--- config.mk ---
export PLATFORM = sky130hd
export DESIGN_NAME = gbp_back
export DESIGN_NICKNAME = d
export VERILOG_FILES = /design/src/rtl/gbp_pkg.sv /design/src/rtl/gbp_back.sv
export SDC_FILE = /design/constraint.sdc
export NUM_CORES = 1
export LEC_CHECK = 0
export BUFFER_PORTS_ARGS = -buffer_cell sky130_fd_sc_hd__buf_2
export CAP_MARGIN = 20
export CORE_ASPECT_RATIO = 1.4
export CORE_MARGIN = 8
export CORE_UTILIZATION = 41
export CTS_BUF_LIST = sky130_fd_sc_hd__clkbuf_2 sky130_fd_sc_hd__clkbuf_4 sky130_fd_sc_hd__clkbuf_8
export CTS_CLUSTER_DIAMETER = 30
export DETAILED_ROUTE_END_ITERATION = 16
export HOLD_SLACK_MARGIN = 0.15
export MAX_ROUTING_LAYER = met4
export PLACE_DENSITY = 0.78
export SLEW_MARGIN = 20
export SYNTH_ARGS = -nofsm -noshare
export SYNTH_HDL_FRONTEND = slang
export SYNTH_SLANG_ARGS = --single-unit
--- constraint.sdc ---
create_clock -name clk -period 5.2 [get_ports clk]
set_clock_uncertainty 0.2 [all_clocks]
set_input_delay 0.78 -clock clk [delete_from_list [all_inputs] [get_ports clk]]
set_output_delay 0.78 -clock clk [all_outputs]
set_load 0.02 [all_outputs]
--- src/rtl/gbp_pkg.sv ---
// Shared constants, types and functions of the gamma bitplane packer.
package gbp_pkg;

    localparam int PWM_BITS    = 10;
    localparam int PLANE_WORDS = 2;
    localparam int CURVES      = 8;

    localparam int LEVELS    = 256;
    localparam int SLOTS     = 5;
    localparam int SLOT_BITS = 6;
    localparam int CHANNELS  = 6;
    localparam int CURVE_W   = 3;
    localparam int LEVEL_W   = 8;
    localparam int VALUE_W   = 10;
    localparam int PIXEL_W   = 24;
    localparam int WORD_W    = SLOTS * SLOT_BITS;

    localparam int TABLE_DEPTH  = CURVES * LEVELS;
    localparam int ADDR_W       = $clog2(TABLE_DEPTH);
    localparam int PLANE_OFFSET = SLOTS * PLANE_WORDS - PWM_BITS;
    localparam int BIT_IDX_W    = $clog2(VALUE_W);
    localparam int WIDX_W       = (PLANE_WORDS > 1) ? $clog2(PLANE_WORDS) : 1;

    localparam int QDEPTH = 4;
    localparam int QPTR_W = $clog2(QDEPTH);
    localparam int QCNT_W = $clog2(QDEPTH + 1);

    typedef enum logic [0:0] {
        OP_LOAD    = 1'b0,
        OP_CONVERT = 1'b1
    } op_t;

    typedef logic [CHANNELS-1:0][VALUE_W-1:0] levels_t;

    typedef struct packed {
        logic    valid;
        levels_t levels;
    } push_t;

    typedef struct packed {
        logic              valid;
        logic [QCNT_W-1:0] count;
    } q_status_t;

    function automatic logic curve_ok(logic [CURVE_W-1:0] curve);
        return int'(curve) < CURVES;
    endfunction

    function automatic logic [ADDR_W-1:0] lut_addr(logic [CURVE_W-1:0] curve,
                                                   logic [LEVEL_W-1:0] level);
        return ADDR_W'(int'(curve) * LEVELS + int'(level));
    endfunction

    // Slot l of word w carries plane SLOTS*w+l of all six channels.
    function automatic logic [WORD_W-1:0] pack_word(levels_t lv, logic [WIDX_W-1:0] w);
        logic [WORD_W-1:0] word;
        int plane;
        int b;
        word = '0;
        for (int l = 0; l < SLOTS; l++) begin
            for (int c = 0; c < CHANNELS; c++) begin
                plane = SLOTS * int'(w) + l;
                b = plane - PLANE_OFFSET;
                if (b >= 0 && b < VALUE_W) begin
                    word[SLOT_BITS * l + c] = lv[c][BIT_IDX_W'(b)];
                end
            end
        end
        return word;
    endfunction

endpackage

--- src/rtl/gbp_back.sv ---
// Back end: slices queued levels into plane words and holds the result register.
module gbp_back (
    input  logic                          clk,
    input  logic                          rst_n,
    input  gbp_pkg::levels_t              head,
    input  gbp_pkg::q_status_t            q_status,
    output logic                          q_pop,
    output logic                          empty,
    input  logic                          pop,
    output logic [gbp_pkg::WORD_W-1:0]    plane_word,
    output logic                          segment,
    output logic                          last
);

    logic [gbp_pkg::WIDX_W-1:0]  widx_reg;
    logic [gbp_pkg::WIDX_W-1:0]  widx_next;
    logic                        out_valid_reg;
    logic                        out_valid_next;
    logic [gbp_pkg::WORD_W-1:0]  word_reg;
    logic                        segment_reg;
    logic                        last_reg;
    logic                        load_out;
    logic                        widx_last;

    // The result register takes a new word when it is free or being taken.
    assign load_out  = q_status.valid && (!out_valid_reg || pop);
    assign widx_last = (widx_reg == gbp_pkg::WIDX_W'(gbp_pkg::PLANE_WORDS - 1));
    assign q_pop     = load_out && widx_last;

    always_comb
    begin
        widx_next = widx_reg;
        if (load_out)
        begin
            widx_next = widx_last ? '0 : widx_reg + 1'b1;
        end
        out_valid_next = out_valid_reg;
        if (load_out)
        begin
            out_valid_next = 1'b1;
        end
        else if (pop)
        begin
            out_valid_next = 1'b0;
        end
    end

    always_ff @(posedge clk or negedge rst_n)
    begin
        if (!rst_n)
        begin
            widx_reg      <= '0;
            out_valid_reg <= 1'b0;
        end
        else
        begin
            widx_reg      <= widx_next;
            out_valid_reg <= out_valid_next;
        end
    end

    always_ff @(posedge clk)
    begin
        if (load_out)
        begin
            word_reg    <= gbp_pkg::pack_word(head, widx_reg);
            segment_reg <= widx_reg[0];
            last_reg    <= widx_last;
        end
    end

    assign empty      = !out_valid_reg;
    assign plane_word = word_reg;
    assign segment    = segment_reg;
    assign last       = last_reg;

endmodule

==> out/results.txt <==
Result of the run: finished, final reports clean
Std cell rows: 26
Maximum ir drop on the vdd rail: 0.000417 V
Slowest cell delay on critical path: 1010 ps
Max-slew violations: 0
Minimum clock period after layout: 2710 ps
Max transition margin: 0.359
Max FFs per register: 30
All-Layer GR Usage: 0.130
TritonCTS clock tree: built
Number of cells traversed by the worst hold path: 2
Fraction of layout instances using a drive strength above 1: 0.778
Synthesized area per cell: 20.8 um2
Biggest area consumer among synthesized cells: sky130_fd_sc_hd__edfxtp_1
Final hold violation count: 0
Port bufs: 97
Nature of the critical path endpoint: primary output
Initial cell density of the core: 0.423
Final setup vio count: 0
Net total in the final layout: 242
Depth of the worst register-to-register path: 3
First-iteration detailed-routing DRC count: 8
Start-to-end type of the worst setup path: flip-flop to primary output
Number of nets produced by synthesis: 141
Number of levels in the clock H-tree: 2
Hold Crit Endpoint: out_valid_reg$_DFFE_PN0P_
Unrepaired setup endpoints after global routing: no
Netlist area before placement: 1540 um2
Cells taking the most area after synthesis: sky130_fd_sc_hd__edfxtp_1, sky130_fd_sc_hd__mux2_4, sky130_fd_sc_hd__buf_12, sky130_fd_sc_hd__dfrtp_1, sky130_fd_sc_hd__mux2_2
Post-Synthesis Cells: 74
Setup slack, reg-to-reg: 3290 ps
Arrival time reported for the critical path endpoint: 1730 ps
Initial antenna violation count: 0
Average wire per cell in the routed design: 17.4 um
#FFs+latches synth: 33
Endpoint of the worst-slack reg-to-reg timing path: plane_word[24]$_DFFE_PP_
Gpl congestion: 0.732
Total number of vias: 1016
Width of the die: 67.8 um
Number of global-route vias before repair: 1198
Clock latency reported for the late side of the worst-skew pair: 280 ps
Post-route clock period utilization: 0.521
Static Leakage: 1.02 nW
Crit Reg-Reg Startpoint: out_valid_reg$_DFFE_PN0P_
Portion of the post-synthesis area used by sequential elements: 0.637
GR Overflow Total: 0
Final wirelength: 3.80 mm
Number of fill cells: 317
Routed Antenna Nets: 0
Crit path buffers/inverters: 1
Final setup slack of the worst path: 2490 ps
Cts bufs inserted: 5
Largest delay share family, worst path: flip-flops
Startpoint class of the critical path: flip-flop
First-pass GRT wire length: 5.58 mm
Core Box Area: 3640 um2
Clock-pin slew on the worst setup and hold paths: 70 ps
Top-level port count: 101
Start point of the worst hold path: out_valid_reg$_DFFE_PN0P_
Total of max-cap violations: 0
Synthesis-to-layout area growth: 37.0%
Number of detailed-routing iterations run before antenna repair: 3
Diode count: 0
Master cell of the clock root buffer: sky130_fd_sc_hd__clkbuf_8
Post-placement setup slack: 2800 ps
Cell Pwr Density: 429 nW/um2
Critical Path Slowest Stage Cell: sky130_fd_sc_hd__dfrtp_2
Total of warnings raised by yosys: 0
Proportion of netlist area held by the largest area contributor: 0.604
Largest net degree at the start of global routing: 34
Critical path cell sequence: and3_1 -> buf_2
Unique cell type count in the Yosys netlist: 12
Vias per Instance: 4.66
Tightest hold margin: 339 ps
Fmax: 0.369 GHz
Setup TNS after final layout: 0 ps
TritonCTS sink count: 33
Largest fanout on the critical path: 33
HP Class: flip-flop to flip-flop
Clock tree buffer depth: 2
Req. time, crit path: 4220 ps
Die Y-Extent: 88.5 um
Post-route DRC violation count: 0
Actual slew at the worst max-slew pin: 961 ps
Number of buffers inserted to repair setup after CTS: 0
Die area: 6000 um2
[layout by cell type (no fill, tap or decap), types with 2 or more instances in the layout]
| cell | count |
|---|---|
| sky130_fd_sc_hd__clkbuf_8 | 5 |
| sky130_fd_sc_hd__nand2b_1 | 2 |
| sky130_fd_sc_hd__mux2_4 | 28 |
| sky130_fd_sc_hd__mux2_2 | 2 |
| sky130_fd_sc_hd__edfxtp_1 | 31 |
| sky130_fd_sc_hd__buf_2 | 97 |
| sky130_fd_sc_hd__clkbuf_4 | 3 |
[logic make-up (layout without fill, tap and decap cells)]
family,after synthesis,in the layout,synth area share
flip-flops,33,33,0.637
multiplexers,30,30,0.288
buffers and inverters,6,108,0.0536
XOR/XNOR,1,1,0.00569
AND/OR/NAND/NOR,4,4,0.0163
[layer usage]
layer  up-vias  GRT usage  share of wire
met5         -          -              0
met4         0     0.0561          0.018
met3         8     0.0520          0.065
met2        51      0.207           0.54
met1       478      0.140           0.38
li1        479          -              -
[worst max path at each step]
stage	endpoint	cells after the start	slack, ps	startpoint
4_1_cts	q_pop	2	2480	widx_last$_DFFE_PN0P_
6_report	q_pop	2	2490	widx_last$_DFFE_PN0P_
5_1_grt	q_pop	2	2400	widx_last$_DFFE_PN0P_
3_3_place_gp	q_pop	2	2840	widx_last$_DFFE_PN0P_
3_5_place_dp	q_pop	2	2800	widx_last$_DFFE_PN0P_
2_1_floorplan	plane_word[0]$_DFFE_PP_	2	2900	pop
[repair_timing]
item / in CTS / in global routing
hold buffers: 1 / 0
resized for setup: 0 / 0
endpoints found under the setup margin: 0 / 0
hold endpoints to repair: 2 / 0
[worst min-delay path, stage by stage, from the launching register on]
cell and delay, ps:
sky130_fd_sc_hd__dfrtp_1 360, sky130_fd_sc_hd__nand2b_1 80, sky130_fd_sc_hd__nand2b_1 70
[metrics by stage]
| step | instance area [um2] | utilization | power (W) | std cells |
|---|---|---|---|---|
| final | 2110 | 0.579 | 0.000905 | 218 |
| after global routing | 2110 | 0.579 | 0.000949 | 218 |
| after CTS | 2110 | 0.579 | 0.000916 | 218 |
| after detailed placement | 2010 | 0.551 | 0.000721 | 209 |
| after global placement | 2010 | 0.551 | 0.000705 | 209 |
| after floorplan | 1540 | - | 0.000689 | 74 |
[report_power, final]
part	internal (W)	leakage, nW	switching [W]
combinational	0.000184	0.655	0.0000999
clock	0.000111	0.0498	0.0000828
sequential	0.000354	0.317	0.0000732
[Yosys cell counts]
cell	number
sky130_fd_sc_hd__nand2b_1	2
sky130_fd_sc_hd__edfxtp_1	31
sky130_fd_sc_hd__dfrtp_1	2
sky130_fd_sc_hd__buf_12	3
sky130_fd_sc_hd__and3_1	1
sky130_fd_sc_hd__mux2_2	2
sky130_fd_sc_hd__buf_4	1
sky130_fd_sc_hd__and2_1	1
sky130_fd_sc_hd__inv_1	1
sky130_fd_sc_hd__buf_6	1
sky130_fd_sc_hd__mux2_4	28
sky130_fd_sc_hd__xor2_1	1
[final cells by class]
cell class	count	area [um2]	share of cell area
clock buffer	8	91.3	0.0433
inverter	1	3.75	0.00178
multi-input combinational	35	477	0.226
sequential	33	982	0.466
tap	42	52.6	0.0249
timing repair buffer	99	503	0.238
Power figures use the tool's default switching activity.
