File: config.mk
export PLATFORM = sky130hd
export DESIGN_NAME = gbp_fifo
export DESIGN_NICKNAME = d
export VERILOG_FILES = /design/src/rtl/gbp_pkg.sv /design/src/rtl/gbp_fifo.sv
export SDC_FILE = /design/constraint.sdc
export NUM_CORES = 1
export LEC_CHECK = 0
export ABC_CLOCK_PERIOD_IN_PS = 5100
export BUFFER_PORTS_ARGS = -buffer_cell sky130_fd_sc_hd__buf_4
export CORE_ASPECT_RATIO = 0.7
export CORE_UTILIZATION = 56
export CTS_BUF_LIST = sky130_fd_sc_hd__clkbuf_8
export CTS_CLUSTER_SIZE = 16
export DETAILED_ROUTE_END_ITERATION = 10
export PLACE_DENSITY = 0.78
export SLEW_MARGIN = 30
export SYNTH_ARGS = -nofsm -noshare
export SYNTH_HDL_FRONTEND = slang
export SYNTH_SLANG_ARGS = --single-unit
File: constraint.sdc
create_clock -name clk -period 5.1 [get_ports clk]
set_input_delay 1.02 -clock clk [delete_from_list [all_inputs] [get_ports clk]]
set_output_delay 1.02 -clock clk [all_outputs]
set_load 0.02 [all_outputs]
File: src/rtl/gbp_pkg.sv
// Shared constants, types and functions of the gamma bitplane packer.
package gbp_pkg;

    localparam int PWM_BITS    = 10;
    localparam int PLANE_WORDS = 2;
    localparam int CURVES      = 8;

    localparam int LEVELS    = 256;
    localparam int SLOTS     = 5;
    localparam int SLOT_BITS = 6;
    localparam int CHANNELS  = 6;
    localparam int CURVE_W   = 3;
    localparam int LEVEL_W   = 8;
    localparam int VALUE_W   = 10;
    localparam int PIXEL_W   = 24;
    localparam int WORD_W    = SLOTS * SLOT_BITS;

    localparam int TABLE_DEPTH  = CURVES * LEVELS;
    localparam int ADDR_W       = $clog2(TABLE_DEPTH);
    localparam int PLANE_OFFSET = SLOTS * PLANE_WORDS - PWM_BITS;
    localparam int BIT_IDX_W    = $clog2(VALUE_W);
    localparam int WIDX_W       = (PLANE_WORDS > 1) ? $clog2(PLANE_WORDS) : 1;

    localparam int QDEPTH = 4;
    localparam int QPTR_W = $clog2(QDEPTH);
    localparam int QCNT_W = $clog2(QDEPTH + 1);

    typedef enum logic [0:0] {
        OP_LOAD    = 1'b0,
        OP_CONVERT = 1'b1
    } op_t;

    typedef logic [CHANNELS-1:0][VALUE_W-1:0] levels_t;

    typedef struct packed {
        logic    valid;
        levels_t levels;
    } push_t;

    typedef struct packed {
        logic              valid;
        logic [QCNT_W-1:0] count;
    } q_status_t;

    function automatic logic curve_ok(logic [CURVE_W-1:0] curve);
        return int'(curve) < CURVES;
    endfunction

    function automatic logic [ADDR_W-1:0] lut_addr(logic [CURVE_W-1:0] curve,
                                                   logic [LEVEL_W-1:0] level);
        return ADDR_W'(int'(curve) * LEVELS + int'(level));
    endfunction

    // Slot l of word w carries plane SLOTS*w+l of all six channels.
    function automatic logic [WORD_W-1:0] pack_word(levels_t lv, logic [WIDX_W-1:0] w);
        logic [WORD_W-1:0] word;
        int plane;
        int b;
        word = '0;
        for (int l = 0; l < SLOTS; l++) begin
            for (int c = 0; c < CHANNELS; c++) begin
                plane = SLOTS * int'(w) + l;
                b = plane - PLANE_OFFSET;
                if (b >= 0 && b < VALUE_W) begin
                    word[SLOT_BITS * l + c] = lv[c][BIT_IDX_W'(b)];
                end
            end
        end
        return word;
    endfunction

endpackage

File: src/rtl/gbp_fifo.sv
// Short level queue between the front end and the word packer.
module gbp_fifo (
    input  logic               clk,
    input  logic               rst_n,
    input  gbp_pkg::push_t     q_push,
    input  logic               q_pop,
    output gbp_pkg::levels_t   head,
    output gbp_pkg::q_status_t q_status
);

    gbp_pkg::levels_t            entry_reg [gbp_pkg::QDEPTH];
    logic [gbp_pkg::QPTR_W-1:0]  wr_ptr_reg;
    logic [gbp_pkg::QPTR_W-1:0]  wr_ptr_next;
    logic [gbp_pkg::QPTR_W-1:0]  rd_ptr_reg;
    logic [gbp_pkg::QPTR_W-1:0]  rd_ptr_next;
    logic [gbp_pkg::QCNT_W-1:0]  count_reg;
    logic [gbp_pkg::QCNT_W-1:0]  count_next;

    function automatic logic [gbp_pkg::QPTR_W-1:0] bump(logic [gbp_pkg::QPTR_W-1:0] p);
        return (p == gbp_pkg::QPTR_W'(gbp_pkg::QDEPTH - 1)) ? '0 : p + 1'b1;
    endfunction

    always_comb
    begin
        wr_ptr_next = q_push.valid ? bump(wr_ptr_reg) : wr_ptr_reg;
        rd_ptr_next = q_pop ? bump(rd_ptr_reg) : rd_ptr_reg;
        count_next  = count_reg;
        if (q_push.valid && !q_pop)
        begin
            count_next = count_reg + 1'b1;
        end
        else if (!q_push.valid && q_pop)
        begin
            count_next = count_reg - 1'b1;
        end
    end

    always_ff @(posedge clk or negedge rst_n)
    begin
        if (!rst_n)
        begin
            wr_ptr_reg <= '0;
            rd_ptr_reg <= '0;
            count_reg  <= '0;
        end
        else
        begin
            wr_ptr_reg <= wr_ptr_next;
            rd_ptr_reg <= rd_ptr_next;
            count_reg  <= count_next;
        end
    end

    always_ff @(posedge clk)
    begin
        if (q_push.valid)
        begin
            entry_reg[wr_ptr_reg] <= q_push.levels;
        end
    end

    assign head           = entry_reg[rd_ptr_reg];
    assign q_status.valid = (count_reg != '0);
    assign q_status.count = count_reg;

endmodule

==> impl_metrics.tcl, run 1 <==
set metrics [dict create \
    cts_tree "done" \
    postSynthAreaPerCell_um2 26.10 \
    ant_nets 0 \
    post_cts_buffers 0 \
    synth_top_area_share 0.7888 \
    r2r_cells 4 \
    die_w_um 154.7 \
    syn_area_um2 9136 \
    postLayoutCellArea_um2 10980 \
    setup_viol 0 \
    worstPathRequired_ps 4080 \
    hold_path.class "input port to asynchronous set/reset pin" \
    async_reset_ff_frac 0.02834 \
    tns_ps 0 \
    cts.sinks 247 \
    overflow 0 \
    cellPowerDensity_nw_per_um2 581.6 \
    clockRootBuffer "clkbuf_8" \
    rows 38 \
    wl_per_cell_um 21.01 \
    vias 4123 \
    clockBufferDepth 3 \
    synth_top_cell_by_area "edfxtp_1" \
    synth.most_common_cell "edfxtp_1" \
    drc 0 \
    num-fill-cells 941 \
    clock_skew_ps 23.94 \
    r2r_slack_ps 3010 \
    crit_fanout 43 \
    maxCapViolations 0 \
    clkTransAtPathRegs_ps 70 \
    die_y_um 108.9 \
    dp.cells 687 \
    seq_area_um2 7390 \
    grt_max_degree 61 \
    place.gp.congestion 0.8057 \
    clk_latency_ps 510 \
    place_area_um2 10250 \
    r2r_end "entry_reg[0][26]$_DFFE_PP_" \
    synth_commonest_cells "edfxtp_1, mux4_2, dfrtp_1" \
    yosysSeqAreaShare 0.8080 \
    drt_first_pass_iters 6 \
    pin_count 128 \
    via_per_inst 5.468 \
    max_freq_mhz 297.6 \
    rsz0062_at_grt "no" \
    status "finished clean" \
    slew_headroom 0.3788 \
    drv_slew 0 \
    hold_viol 0 \
    cp-end-kind "primary output" \
    num-nets-final 578 \
    largest_reg_flops 240 \
    rr_startpoint "wr_ptr_reg[0]$_DFFE_PN0P_" \
    start_util 0.5805 \
    drive_above_1_share 0.4551 \
    synth.distinct_cells 19 \
    fp.coreArea_um2 15740 \
    synth_ff_type "edfxtp_1" \
    dieArea_um2 16840 \
    ys.warnings.count 0 \
    synth.area.top_cells "edfxtp_1, mux4_2, dfrtp_1, buf_12, ha_1" \
    synth_edf_count 240 \
    multi_input_area_um2 1584 \
    grt_antenna_before_repair 0 \
    post-dp-hpwl_um 9118 \
    crit_path_start_kind "flip-flop" \
    finalCriticalPeriod_ps 3361 \
    ctsResizeCount 0 \
    track_usage 0.1945 \
    cp_data_arrival_time_ps 2340 \
    peakVddDrop_v 0.0004447 \
    fin_crit_sh 0.6589 \
    grt_pass1_vias 4381 \
    drt_wl_total_um 15840 \
    crit_type "flip-flop to primary output" \
    finalNonFillerCells 754 \
    drtIter0Drc 267 \
    diodes 0 \
    cts_hold_buf 0 \
    ys_ff_latch 247 \
    port_buffers 127 \
    worstMarginPinSlew_ps 931.7 \
    syn-num-nets 421 \
    areaGrowthSynthToFinish_pct 20.20 \
    cellLeakagePower_uw 0.003838 \
    syn_inst 350 \
    htreeDepth 2 \
    grt_pass1_wl_um 23900 \
    cts_made_buffers 37 \
]
[power breakdown]
part | leakage (µW) | internal, µW | switching, µW
combinational | 0.00115 | 972 | 1060
clock | 0.000400 | 831 | 721
sequential | 0.00229 | 2610 | 195
total | 0.00384 | 4410 | 1970
[cell usage in the layout (no fill, tap or decap)]
| cell type | count |
|---|---|
| edfxtp_1 | 240 |
| buf_4 | 131 |
| mux4_2 | 58 |
| clkbuf_8 | 37 |
| inv_1 | 17 |
| clkinv_1 | 9 |
| ha_1 | 6 |
| dfrtp_1 | 5 |
| and2_4 | 4 |
| mux2_2 | 3 |
| nor2_1 | 3 |
| bufinv_16 | 3 |
| mux4_1 | 2 |
| nand2_1 | 2 |
| o21ai_0 | 2 |
| xor2_1 | 2 |
| clkinvlp_4 | 2 |
| clkinv_2 | 2 |
| dfrtp_4 | 2 |
| or3_1 | 1 |
| xnor2_1 | 1 |
| fa_1 | 1 |
| buf_16 | 1 |
[area by class of cell]
type                            instances  area share
Clock buffer                           37     0.04637
Multi-Input combinational cell         85      0.1442
Clock inverter                         29     0.01800
Sequential cell                       247      0.6729
Tap cell                              220     0.02507
Timing Repair Buffer                  132     0.09206
Inverter                                4    0.001367
[worst max path at each step]
stage	endpoint	slack [ps]	from
2_1_floorplan	entry_reg[0][0]$_DFFE_PP_	2240	q_push[60]
3_3_place_gp	head[28]	1780	rd_ptr_reg[0]$_DFFE_PN0P_
3_5_place_dp	head[42]	1760	rd_ptr_reg[0]$_DFFE_PN0P_
4_1_cts	head[41]	1180	rd_ptr_reg[0]$_DFFE_PN0P_
5_1_grt	head[59]	1620	rd_ptr_reg[1]$_DFFE_PN0P_
6_report	head[16]	1740	rd_ptr_reg[1]$_DFFE_PN0P_
[metal layers]
layer  wire length (µm)  global-route usage
met1               6683              0.2616
met2               7544              0.3045
met3               1369             0.06797
met4                242             0.06223
met5                  0                   0
[cell families (layout without fill, tap and decap cells)]
logic type,after synthesis,count (layout),share of synthesized area
AOI/OAI and AO/OA,2,2,0.001096
xor gates and xnor gates,3,3,0.002876
buffers and inverters,18,202,0.01972
and+or+nand+nor,10,10,0.005478
adders and majority gates,7,7,0.01041
DFF,247,247,0.8080
muxes,63,63,0.1524
[critical path: stages (launching register included)]
cell     delay (ps)
dfrtp_4         850
buf_4           420
mux4_2          360
buf_4           170
[stage by stage]
step	total power [µW]	worst slack, ps	hold slack [ps]	util
after floorplan	4190	2239	564.2	-
after global placement	4833	1777	475.2	0.6508
after detailed placement	4885	1763	505.4	0.6511
after CTS	6434	1183	285.6	0.6961
after global routing	6669	1620	281.8	0.6978
final	6387	1739	302.9	0.6978
Note: power is estimated with default switching activity, not from simulation.
==> inputs of run 2 (changes only) <==
ABC_CLOCK_PERIOD_IN_PS = 3000   (was 5100)
CORE_UTILIZATION = 53   (was 56)
clock period = 3 ns   (was 5.1 ns; I/O delays follow)
==> run 2 against run 1 <==
Against the previous run: via count is 0.27% lower; clock-buffer cell count stayed put; critical endpoint is now head[42]; largest cell class unchanged; flip-flop and latch count did not move; largest power group unchanged; routed wire length up 0.89%; clock skew is 6.6 ps lower; combinational power is 80% higher.
==> impl_metrics.tcl, run 2 (synthesis gave the netlist of run 1 again) <==
set metrics [dict create \
    status "finished clean" \
    port_buffers 127 \
    via_per_inst 5.382 \
    cts_made_buffers 37 \
    drt_wl_total_um 15980 \
    r2r_end "entry_reg[2][16]$_DFFE_PP_" \
    max_freq_mhz 363.1 \
    hold_viol 0 \
    gr-usage-met3 0.05812 \
    crit_path_start_kind "flip-flop" \
    crit_chain "buf_12, mux4_2, buf_4" \
    grt_use_met2 0.3026 \
    clockRootBuffer "clkbuf_8" \
    hp-start "q_push[33]" \
    worstMarginPinSlew_ps 472.4 \
    cellPowerDensity_nw_per_um2 967.7 \
    rows 39 \
    postLayoutCellArea_um2 11030 \
    clk_latency_ps 510 \
    slew_headroom 0.6851 \
    track_usage 0.1864 \
    p_switching_uw 3339 \
    combPwrFrac 0.343 \
    r2r_cells 4 \
    clockBufferDepth 3 \
    setup_viol 0 \
    critPathMaxStageDelay_ps 670 \
    overflow 0 \
    wl_per_cell_um 20.92 \
    grt_pass1_vias 4443 \
    ant_nets 0 \
    post-dp-hpwl_um 9414 \
    drt_first_pass_iters 6 \
    holdWs_ps 290.6 \
    drc 0 \
    cellLeakagePower_uw 0.003869 \
    r2r_slack_ps 1250 \
    rr_startpoint "wr_ptr_reg[0]$_DFFE_PN0P_" \
    maxCapViolations 0 \
    final_common_cell "edfxtp_1" \
    hold_depth 1 \
    cts_tree "done" \
    crit_slowest_cell "dfrtp_4" \
    p_total_uw 10670 \
    worstPathRequired_ps 2400 \
    clkTransAtPathRegs_ps 70 \
    power_frac_clock 0.218 \
    cp-end-kind "primary output" \
    grt_use_met1 0.2478 \
    drive_above_1_share 0.4545 \
    diodes 0 \
    num-fill-cells 1101 \
    final_cell_mix "edfxtp_1, buf_4, mux4_2, clkbuf_8, inv_1" \
    place_area_um2 10380 \
    cts.sinks 247 \
    vias 4112 \
    seq_area_um2 7387 \
    busiest_layer "met2" \
    die_y_um 111.9 \
    grt_max_degree 37 \
    crit_type "flip-flop to primary output" \
    place.gp.congestion 0.7060 \
    cp_data_arrival_time_ps 2150 \
    multi_input_area_um2 1584 \
    tns_ps 0 \
    finalCriticalPeriod_ps 2754 \
    grt_pass1_wl_um 24710 \
    largest_reg_flops 240 \
    peakVddDrop_v 0.0006976 \
    num-nets-final 584 \
    grt_antenna_before_repair 1 \
    clock_skew_ps 17.29 \
    p_int_uw 7336 \
    drv_slew 0 \
    htreeDepth 2 \
    areaGrowthSynthToFinish_pct 20.73 \
    crit_fanout 17 \
    finalNonFillerCells 764 \
    power_frac_seq 0.439 \
    pin_count 128 \
    dieArea_um2 17780 \
    critPathLaunch "rd_ptr_reg[0]$_DFFE_PN0P_" \
    rsz0062_at_grt "no" \
    switching_share 0.3128 \
    start_util 0.5507 \
    hold_path.class "input port to flip-flop" \
    drtIter0Drc 237 \
    hold-path-endpoint "entry_reg[0][33]$_DFFE_PP_" \
    die_w_um 158.9 \
    ctsResizeCount 0 \
    dp.cells 697 \
    fin_crit_sh 0.9181 \
    fp.coreArea_um2 16590 \
]
[run 2: how the worst max path moves through the flow]
stage / end / slack (ps)
floorplan: entry_reg[0][0]$_DFFE_PP_ / 540
global placement: head[27] / 520
detailed placement: head[42] / 510
CTS: head[42] / 180
global route: head[42] / 140
finish: head[42] / 250
[run 2: layout make-up]
type                       count  share of cell area
inverter                       4            0.001361
timing repair buffer         138              0.1032
clock buffer                  37             0.04617
clock inverter                28             0.01044
tap                          225             0.02552
sequential                   247              0.6697
multi-input combinational     85              0.1436
[run 2: what timing repair did]
action | CTS | global route
endpoints found under the hold margin | 7 | 0
hold buffers | 1 | 0
setup buffers | 1 | 0
endpoints found under the setup margin | 26 | 0
[run 2: critical path: cells and delay by family (launching register included)]
kind                   cells  cell delay (ps)
DFF                        1              670
muxes                      1              560
buffers and inverters      2              410
[run 2: per-layer routing]
layer / vias up / routed length, µm
met5: - / 14
met4: 2 / 282
met3: 34 / 1233
met2: 152 / 7787
met1: 2104 / 6662
li1: 1820 / -
[run 2: per-stage QoR]
step | setup slack [ps] | util
5_1_grt | 141.1 | 0.6649
3_5_place_dp | 507.6 | 0.6254
6_report | 245.6 | 0.6649
3_3_place_gp | 519.7 | 0.6254
2_1_floorplan | 536.2 | -
4_1_cts | 184.6 | 0.6649
[run 2: power by group through the flow]
stage / logic, µW / registers (µW) / clock network, µW
floorplan: 2480 / 4650 / 0
global placement: 3570 / 4780 / 0
detailed placement: 3620 / 4830 / 0
CTS: 3740 / 4710 / 2390
global route: 3870 / 4750 / 2530
finish: 3660 / 4690 / 2320
